[src/rtl/core/eba_pkg.sv]
// Shared types, codes and constants of the effect block allocator.
`timescale 1ns / 1ps

package eba_pkg;

  localparam int DEFAULT_SLOT_COUNT = 16;

  localparam int KIND_W      = 2;
  localparam int INDEX_W     = 8;
  localparam int CODE_W      = 8;
  localparam int EIDX_W      = 4;
  localparam int STATUS_W    = 2;
  localparam int POOL_W      = 16;
  localparam int CFG_DATA_W  = 16;
  localparam int CFG_INDEX_W = 1;

  typedef enum logic [KIND_W-1:0] {
    KIND_CREATE  = 2'd0,
    KIND_FREE    = 2'd1,
    KIND_CONTROL = 2'd2,
    KIND_QUERY   = 2'd3
  } kind_t;

  localparam logic [STATUS_W-1:0] STATUS_OK         = 2'd0;
  localparam logic [STATUS_W-1:0] STATUS_FULL       = 2'd1;
  localparam logic [STATUS_W-1:0] STATUS_NOT_CREATE = 2'd2;

  localparam logic [CODE_W-1:0]  CTRL_ENABLE    = 8'h01;
  localparam logic [CODE_W-1:0]  CTRL_DISABLE   = 8'h02;
  localparam logic [CODE_W-1:0]  CTRL_RESET     = 8'h04;
  localparam logic [INDEX_W-1:0] FREE_ALL_INDEX = 8'hFF;

  localparam logic [CFG_INDEX_W-1:0] REG_POOL_SIZE   = 1'd0;
  localparam logic [CFG_INDEX_W-1:0] REG_EFFECT_SIZE = 1'd1;

  localparam logic [POOL_W-1:0] POOL_SIZE_RESET   = 16'd4096;
  localparam logic [POOL_W-1:0] EFFECT_SIZE_RESET = 16'd64;

  typedef enum logic [1:0] {
    ST_IDLE,
    ST_SCAN,
    ST_FREE,
    ST_EMIT
  } state_t;

endpackage

[src/rtl/core/eba_ram.sv]
// Generic single-port-write, single-port-read RAM with registered read data.
`timescale 1ns / 1ps

module eba_ram #(
  parameter int WIDTH = 1,
  parameter int DEPTH = 16
) (
  input  logic                     clk,
  input  logic                     we,
  input  logic [$clog2(DEPTH)-1:0] waddr,
  input  logic [WIDTH-1:0]         wdata,
  input  logic [$clog2(DEPTH)-1:0] raddr,
  output logic [WIDTH-1:0]         rdata
);

  logic [WIDTH-1:0] mem [DEPTH];

  always_ff @(posedge clk) begin
    if (we) begin
      mem[waddr] <= wdata;
    end
    rdata <= mem[raddr];
  end

endmodule

[src/rtl/core/effect_block_allocator.sv]
// Top level of the effect block allocator: slot bitmap, search hint and pool counter.
//
// Usage: the host side presents one request item on the req channel (kind,
// block_index, control_code) with req_valid; it is taken at a clock edge where
// req_valid is high and req_stall is low. Every item yields exactly one item on
// the rsp channel (effect_index, load_status, pool_available, actuators_enabled),
// which is taken where rsp_valid is high and rsp_stall is low.
// The block handles one item at a time. Free all, device control and pool query
// items go straight to the emit state, from which their result is loaded into
// the output register as soon as it is free. A single block free reads the slot
// bitmap memory before it writes it back, and then goes to the emit state. A create
// examines one slot per cycle from the search hint upward, reading the registered
// bitmap memory, and stops at the first unused slot or at the last slot; with the
// hint at the top it runs no scan. The next item can be taken in the cycle in
// which rsp_valid rises.
// A finished result sits in the output register while the receiver stalls it.
// The block still takes one more item meanwhile, but holds that item's result
// and takes nothing further until the output register has been emptied.
// The configuration port must write pool_size and effect_size only while the block
// is idle (not enforced). Free all, reset control, query refill pool to pool_size.
// Synchronous reset empties the bitmap at once (per-slot valid flops are
// cleared), sets the hint to 1, loads the pool with 4096 bytes, turns the
// actuators off and restores the register defaults. No clearing pass is needed.
`timescale 1ns / 1ps

module effect_block_allocator
  import eba_pkg::*;
#(
  parameter int SLOT_COUNT = DEFAULT_SLOT_COUNT
) (
  input  logic                   clk,
  input  logic                   rst,
  // Configuration write port
  input  logic                   cfg_we,
  input  logic [CFG_INDEX_W-1:0] cfg_index,
  input  logic [CFG_DATA_W-1:0]  cfg_data,
  // Request channel
  input  logic                   req_valid,
  output logic                   req_stall,
  input  logic [KIND_W-1:0]      kind,
  input  logic [INDEX_W-1:0]     block_index,
  input  logic [CODE_W-1:0]      control_code,
  // Response channel
  output logic                   rsp_valid,
  input  logic                   rsp_stall,
  output logic [EIDX_W-1:0]      effect_index,
  output logic [STATUS_W-1:0]    load_status,
  output logic [POOL_W-1:0]      pool_available,
  output logic                   actuators_enabled
);

  // Address width of the bitmap and width of the hint, which can reach SLOT_COUNT.
  localparam int AW = $clog2(SLOT_COUNT);
  localparam int PW = $clog2(SLOT_COUNT + 1);
  localparam logic [PW-1:0]      SLOT_LIMIT     = PW'(SLOT_COUNT);
  localparam logic [INDEX_W:0]   SLOT_LIMIT_IDX = (INDEX_W + 1)'(SLOT_COUNT);
  localparam logic [PW-1:0]      HINT_START     = PW'(1);

  // Architectural state.
  state_t                state, state_next;
  logic [PW-1:0]         hint, hint_next;
  logic [POOL_W-1:0]     pool_left, pool_next;
  logic                  actuator_on, act_next;
  logic [SLOT_COUNT-1:0] slot_valid, valid_next;
  logic [POOL_W-1:0]     pool_size, effect_size;

  // Item in flight.
  logic [AW-1:0]         free_idx, free_idx_next;
  logic [EIDX_W-1:0]     pend_index, pend_index_next;
  logic [STATUS_W-1:0]   pend_status, pend_status_next;
  logic                  load_rsp;

  // Bitmap memory access.
  logic                  ram_we;
  logic [AW-1:0]         ram_waddr, ram_raddr;
  logic                  ram_wdata, ram_rdata;
  logic                  rd_vld;

  // Decoded conditions.
  logic                  hint_full;
  logic [PW-1:0]         hint_inc;
  logic                  scan_end;
  logic                  free_ok;
  logic                  cur_used;
  logic                  rsp_free;
  logic [POOL_W:0]       pool_sum;

  eba_ram #(
    .WIDTH(1),
    .DEPTH(SLOT_COUNT)
  ) u_slot_ram (
    .clk  (clk),
    .we   (ram_we),
    .waddr(ram_waddr),
    .wdata(ram_wdata),
    .raddr(ram_raddr),
    .rdata(ram_rdata)
  );

  // An entry not written since the bitmap was last cleared reads as unused.
  assign cur_used  = ram_rdata & rd_vld;
  assign hint_full = (hint >= SLOT_LIMIT);
  assign hint_inc  = hint + HINT_START;
  assign scan_end  = (hint_inc >= SLOT_LIMIT);
  assign free_ok   = (block_index != '0) && ({1'b0, block_index} < SLOT_LIMIT_IDX);
  assign rsp_free  = !rsp_valid || !rsp_stall;
  assign pool_sum  = {1'b0, pool_left} + {1'b0, effect_size};

  // Next state.
  always_comb begin
    state_next = state;
    case (state)
      ST_IDLE: begin
        if (req_valid) begin
          case (kind_t'(kind))
            KIND_CREATE: begin
              state_next = hint_full ? ST_EMIT : ST_SCAN;
            end
            KIND_FREE: begin
              if (block_index != FREE_ALL_INDEX && free_ok) begin
                state_next = ST_FREE;
              end else begin
                state_next = ST_EMIT;
              end
            end
            default: begin
              state_next = ST_EMIT;
            end
          endcase
        end
      end
      ST_SCAN: begin
        if (!cur_used || scan_end) begin
          state_next = ST_EMIT;
        end
      end
      ST_FREE: begin
        state_next = ST_EMIT;
      end
      ST_EMIT: begin
        if (rsp_free) begin
          state_next = ST_IDLE;
        end
      end
      default: begin
        state_next = ST_IDLE;
      end
    endcase
  end

  // Datapath control and next values.
  always_comb begin
    req_stall        = (state != ST_IDLE);
    ram_we           = 1'b0;
    ram_waddr        = hint[AW-1:0];
    ram_wdata        = 1'b0;
    ram_raddr        = hint[AW-1:0];
    hint_next        = hint;
    pool_next        = pool_left;
    act_next         = actuator_on;
    valid_next       = slot_valid;
    free_idx_next    = free_idx;
    pend_index_next  = pend_index;
    pend_status_next = pend_status;
    load_rsp         = 1'b0;
    case (state)
      ST_IDLE: begin
        if (req_valid) begin
          pend_index_next  = '0;
          pend_status_next = STATUS_NOT_CREATE;
          case (kind_t'(kind))
            KIND_CREATE: begin
              // With the hint at the top the table is full; no scan is run.
              if (hint_full) begin
                pend_status_next = STATUS_FULL;
              end
            end
            KIND_FREE: begin
              if (block_index == FREE_ALL_INDEX) begin
                valid_next = '0;
                hint_next  = HINT_START;
                pool_next  = pool_size;
              end else if (free_ok) begin
                ram_raddr     = block_index[AW-1:0];
                free_idx_next = block_index[AW-1:0];
              end
            end
            KIND_CONTROL: begin
              if (control_code == CTRL_ENABLE) begin
                act_next = 1'b1;
              end else if (control_code == CTRL_DISABLE) begin
                act_next = 1'b0;
              end else if (control_code == CTRL_RESET) begin
                valid_next = '0;
                hint_next  = HINT_START;
                pool_next  = pool_size;
              end
            end
            default: begin
              // Pool query releases everything.
              valid_next = '0;
              hint_next  = HINT_START;
              pool_next  = pool_size;
            end
          endcase
        end
      end
      ST_SCAN: begin
        if (!cur_used) begin
          ram_we                  = 1'b1;
          ram_waddr               = hint[AW-1:0];
          ram_wdata               = 1'b1;
          valid_next[hint[AW-1:0]] = 1'b1;
          pend_index_next         = EIDX_W'(32'(hint));
          pend_status_next        = STATUS_OK;
          pool_next = (pool_left > effect_size) ? (pool_left - effect_size) : '0;
        end else begin
          hint_next = hint_inc;
          ram_raddr = hint_inc[AW-1:0];
          if (scan_end) begin
            pend_status_next = STATUS_FULL;
          end
        end
      end
      ST_FREE: begin
        if (cur_used) begin
          ram_we    = 1'b1;
          ram_waddr = free_idx;
          ram_wdata = 1'b0;
          if (PW'(free_idx) < hint) begin
            hint_next = PW'(free_idx);
          end
          pool_next = pool_sum[POOL_W] ? '1 : pool_sum[POOL_W-1:0];
        end
      end
      ST_EMIT: begin
        load_rsp = rsp_free;
      end
      default: begin
      end
    endcase
  end

  always_ff @(posedge clk) begin
    if (rst) begin
      state       <= ST_IDLE;
      hint        <= HINT_START;
      pool_left   <= POOL_SIZE_RESET;
      actuator_on <= 1'b0;
      slot_valid  <= '0;
      pool_size   <= POOL_SIZE_RESET;
      effect_size <= EFFECT_SIZE_RESET;
      rsp_valid   <= 1'b0;
    end else begin
      state       <= state_next;
      hint        <= hint_next;
      pool_left   <= pool_next;
      actuator_on <= act_next;
      slot_valid  <= valid_next;
      if (cfg_we) begin
        if (cfg_index == REG_POOL_SIZE) begin
          pool_size <= cfg_data;
        end else if (cfg_index == REG_EFFECT_SIZE) begin
          effect_size <= cfg_data;
        end
      end
      if (load_rsp) begin
        rsp_valid <= 1'b1;
      end else if (!rsp_stall) begin
        rsp_valid <= 1'b0;
      end
    end
  end

  // Payload registers.
  always_ff @(posedge clk) begin
    free_idx    <= free_idx_next;
    pend_index  <= pend_index_next;
    pend_status <= pend_status_next;
    rd_vld      <= slot_valid[ram_raddr];
    if (load_rsp) begin
      effect_index      <= pend_index;
      load_status       <= pend_status;
      pool_available    <= pool_left;
      actuators_enabled <= actuator_on;
    end
  end

`ifndef SYNTHESIS
  // The hint always stays within slot 1 up to one past the last slot.
  assert property (@(posedge clk) disable iff (rst)
    (hint >= HINT_START) && (hint <= SLOT_LIMIT))
    else $error("search hint out of range");

  // A scan only ever runs on a real slot.
  assert property (@(posedge clk) disable iff (rst)
    (state == ST_SCAN) |-> (hint < SLOT_LIMIT))
    else $error("scan past the last slot");

  // A waiting result reaches the output as soon as the output register is free.
  assert property (@(posedge clk) disable iff (rst)
    (state == ST_EMIT && !rsp_valid) |=> (rsp_valid && state == ST_IDLE))
    else $error("result not delivered");
`endif

endmodule
[config.mk]
export PLATFORM = sky130hd
export DESIGN_NAME = effect_block_allocator
export DESIGN_NICKNAME = d
export VERILOG_FILES = /design/src/rtl/core/eba_pkg.sv /design/src/rtl/core/eba_ram.sv /design/src/rtl/core/effect_block_allocator.sv
export SDC_FILE = /design/constraint.sdc
export NUM_CORES = 1
export LEC_CHECK = 0
export ABC_AREA = 1
export BUFFER_PORTS_ARGS = -buffer_cell sky130_fd_sc_hd__buf_2
export CAP_MARGIN = 10
export CORE_MARGIN = 5
export CORE_UTILIZATION = 30
export CTS_CLUSTER_SIZE = 30
export DETAILED_ROUTE_END_ITERATION = 8
export PLACE_DENSITY = 0.43
export REMOVE_ABC_BUFFERS = 1
export SKIP_LAST_GASP = 1
export SLEW_MARGIN = 15
export SYNTH_ARGS = -nofsm -noshare
export SYNTH_HDL_FRONTEND = slang
export SYNTH_HIERARCHICAL = 1
export SYNTH_SLANG_ARGS = --single-unit
[constraint.sdc]
create_clock -name clk -period 2.8 [get_ports clk]
set_input_delay 0.28 -clock clk [delete_from_list [all_inputs] [get_ports clk]]
set_output_delay 0.28 -clock clk [all_outputs]
set_load 0.005 [all_outputs]
==> impl_results.md <==
* Crit Path Max Fanout at 10
* Final period util at 90.42%
* Skew-Pair Late Insertion Delay at 430 ps
* Warnings, synthesis at 6
* Reg2Reg Capture Point: pool_left[15]
* Sequential share of the synthesized area at 38.38%
* CP endpoint: pool_left[15]
* Wirelength, routed at 22.41 mm
* Delay-heaviest family, CP: compound AO/OA/AOI/OAI gates
* Endpoints failing hold at 0
* CTS tree: yes
* Die Ht at 170.7 µm
* Fillcell total at 2687
* Placed instance area at 8367 µm²
* Final total power at 10300 µW
* Largest net degree at the start of global routing at 31
* Final std cell area, no fill at 8955 µm²
* R2r worst-path depth at 13
* Async S/R FF share, synth at 0%
* Worst-margin pin slew at 724.3 ps
* Antenna Nets Post-Route at 0
* Routability Congestion at 0.8503
* Remaining DRCs at 0
* Layout net count at 1167
* Clock share of power at 21.3%
* Die area at 29130 µm²
* Seq cells post-synth at 124
* CP most frequent cell: nand2_2
* CTS root buffer: clkbuf_16
* Netlist cell types at 57
* DR vias at 6779
* Proportion of layout cells with a drive suffix above 1 at 18.19%
* Max cap viols at 0
* Crit-path cells: inv_1 -> ha_1 -> fa_1 -> o21ai_2 -> nand2_2 -> nand2_4 -> nand2_2 -> a21oi_4 -> buf_4 -> nand3_2 -> nand3_1 -> nand2_1 -> a21oi_2
* Worst hold path type: primary input to flip-flop
* Global-route wire length before repair at 36.14 mm
* Post-route minimum period at 2532 ps
* WP data arrival at 2890 ps
* Sequential Power Share at 24.8%
* Final clock skew at 13.01 ps
* Cell row count at 58
* Die Wd at 170.7 µm
* Flop-to-flop setup slack at 270 ps
* Drt first pass iters at 5
* Worst EP required at 3160 ps
* Unrepaired setup endpoints after global routing: false
* Crit Path Category: flip-flop to flip-flop
* Most frequent cells in the layout: nand2_1, inv_1, nor2_1
* Setup TNS at 0 ps
* Part of the power in combinational logic at 53.9%
* Reg-to-Reg Start: pool_left[0]
* DR WL/cell at 15.74 µm
* Slew margin rel. at 51.66%
* Int Pwr at 5448 µW
* P per Cell Area at 1150 nW/µm²
* Sw Share at 47.09%
* # IOs at 65
* GRT Residual Overflow at 0
* Final Max Slew Viols at 0
* Vias in the first global route at 6587
* Core ar. at 25330 µm²
* HPWL Detailed at 16.82 mm
* Multi-input combinational cell area at 3978 µm²
* Max stage delay on crit path at 420 ps
* Finished Layout Cells at 1424
* Number of diodes at 0
* CP endpoint kind: flip-flop
* Placed insts at 1391
* Critical Path Stages at 13
* Critical path launch point type: flip-flop
* Port buffer count at 64
* CP max stage cell: fa_1
* Antenna violations before repair at 0
* TritonCTS Buffers at 17
* Initial core utilization at 30.58%
* Drt via density at 4.761
* Crit. Startpoint: pool_left[0]
* Starting DRC count in detailed routing at 379
* Syn Std Cell Area at 7745 µm²
* Post-synth EDFFs at 49
* Worst-path clk slew at 60 ps
* Outcome: completed
* Leakage at 0.003951 µW
* FF+latch area at 2973 µm²
* Total GRT Usage at 15.77%
* CTS Buffer Depth at 2
* CTS Hold Bufs at 0
* Synth Area per Inst at 7.646 µm²
* Commonest non-fill, non-tap cell in the layout: nand2_1
* Htree depth at 4
* Mapped Cells at 1013
* WP buf/inv at 2
* Worst VDD drop at 404.8 µV
* Syn-to-layout area delta at 15.62%
* Primary FF master, synth: dfxtp_1
* Max Freq at 395.0 MHz
* Clock sink total at 124
* Setup-failing EPs final at 0
* Sw Pwr at 4849 µW
==> cell type report <==
cell class	count	share of cell area (%)
clock buffers	19	4.834
clock inverters	13	1.593
inverters	137	5.868
multi-input cells	716	44.42
flip-flops and latches	124	33.20
well taps	330	4.611
repair buffers	85	5.477
==> cell families after synthesis <==
kind of cell	after synthesis	share of synthesized area [%]
buffers and inverters	173	10.37
flip-flops	124	38.38
AO/OA/AOI/OAI	193	14.75
AND/OR/NAND/NOR	465	27.51
adder cells (fa/ha/maj)	46	7.625
XOR/XNOR	12	1.357
==> synthesized netlist by cell type, drive strengths merged, types with 2 or more instances <==
cell type / number / area (µm²)
dfxtp: 75 / 1501
clkbuf: 14 / 82.58
o21ai: 76 / 387.9
fa: 2 / 40.04
o22ai: 2 / 12.51
o21bai: 7 / 52.55
nand3: 112 / 610.6
a41oi: 3 / 26.28
or2: 9 / 58.81
o211ai: 5 / 42.54
a221oi: 3 / 26.28
inv: 136 / 520.5
ha: 44 / 550.5
edfxtp: 49 / 1471
xor2: 11 / 96.34
nand2: 201 / 814.5
a211oi: 2 / 20.02
nand3b: 6 / 45.04
nand4: 8 / 50.05
o21a: 2 / 15.01
nor3: 14 / 81.33
nor4: 2 / 12.51
nor2: 111 / 436.7
a21oi: 85 / 493.0
a21o: 3 / 22.52
buf: 22 / 195.2
==> registers in the layout, indices dropped and copies added, names as in the netlist, 5 cells and up <==
name            cells
pool_left          16
effect_size        16
pool_size          16
u_slot_ram/mem     16
pool_available     16
slot_valid         16
hint                5
==> worst min path at each step <==
stage	startpoint	end	slack, ps	cells past startpoint
after global routing	block_index[1]	free_idx[1]	70	1
after floorplan	rst	pool_left[10]	340	1
final	block_index[0]	free_idx[0]	70	1
after detailed placement	pend_status[1]	load_status[1]	400	0
after global placement	pend_status[1]	load_status[1]	430	0
after CTS	block_index[1]	free_idx[1]	60	1
==> through the flow <==
| step | setup slack (ps) | hold slack (ps) | utilization [%] |
|---|---|---|---|
| 2_1_floorplan | 465.6 | 342.4 | - |
| 3_3_place_gp | 245.1 | 432.5 | 33.04 |
| 3_5_place_dp | 158.2 | 404.5 | 33.04 |
| 4_1_cts | 147.0 | 57.53 | 35.31 |
| 5_1_grt | 19.53 | 68.21 | 35.36 |
| 6_report | 268.4 | 71.11 | 35.36 |
==> timing repair <==
item	4_1_cts	5_1_grt
gates resized for setup	0	2
setup endpoints to repair	0	2
buffers inserted	0	1
==> power groups by stage <==
| stage | clock, µW | combinational [µW] | sequential [µW] |
|---|---|---|---|
| 2_1_floorplan | 0 | 3910 | 2520 |
| 3_3_place_gp | 0 | 5560 | 2590 |
| 3_5_place_dp | 0 | 5560 | 2580 |
| 4_1_cts | 2250 | 5570 | 2560 |
| 5_1_grt | 2330 | 6300 | 2590 |
| 6_report | 2200 | 5550 | 2550 |
==> metal layers <==
| layer | global-route usage (%) | up-vias | wire [µm] |
|---|---|---|---|
| li1 | - | 3493 | - |
| met1 | 23.07 | 3119 | 11660 |
| met2 | 23.69 | 144 | 9523 |
| met3 | 2.726 | 23 | 907 |
| met4 | 4.931 | 0 | 324 |
| met5 | 0 | - | 0 |
==> worst reg2reg max path: stages, from the launching register on <==
cell,delay [ps]
dfxtp_1,380
inv_1,60
ha_1,220
fa_1,420
o21ai_2,240
nand2_2,90
nand2_4,100
nand2_2,60
a21oi_4,310
buf_4,260
nand3_2,70
nand3_1,90
nand2_1,70
a21oi_2,100
Power figures use the tool's default switching activity.
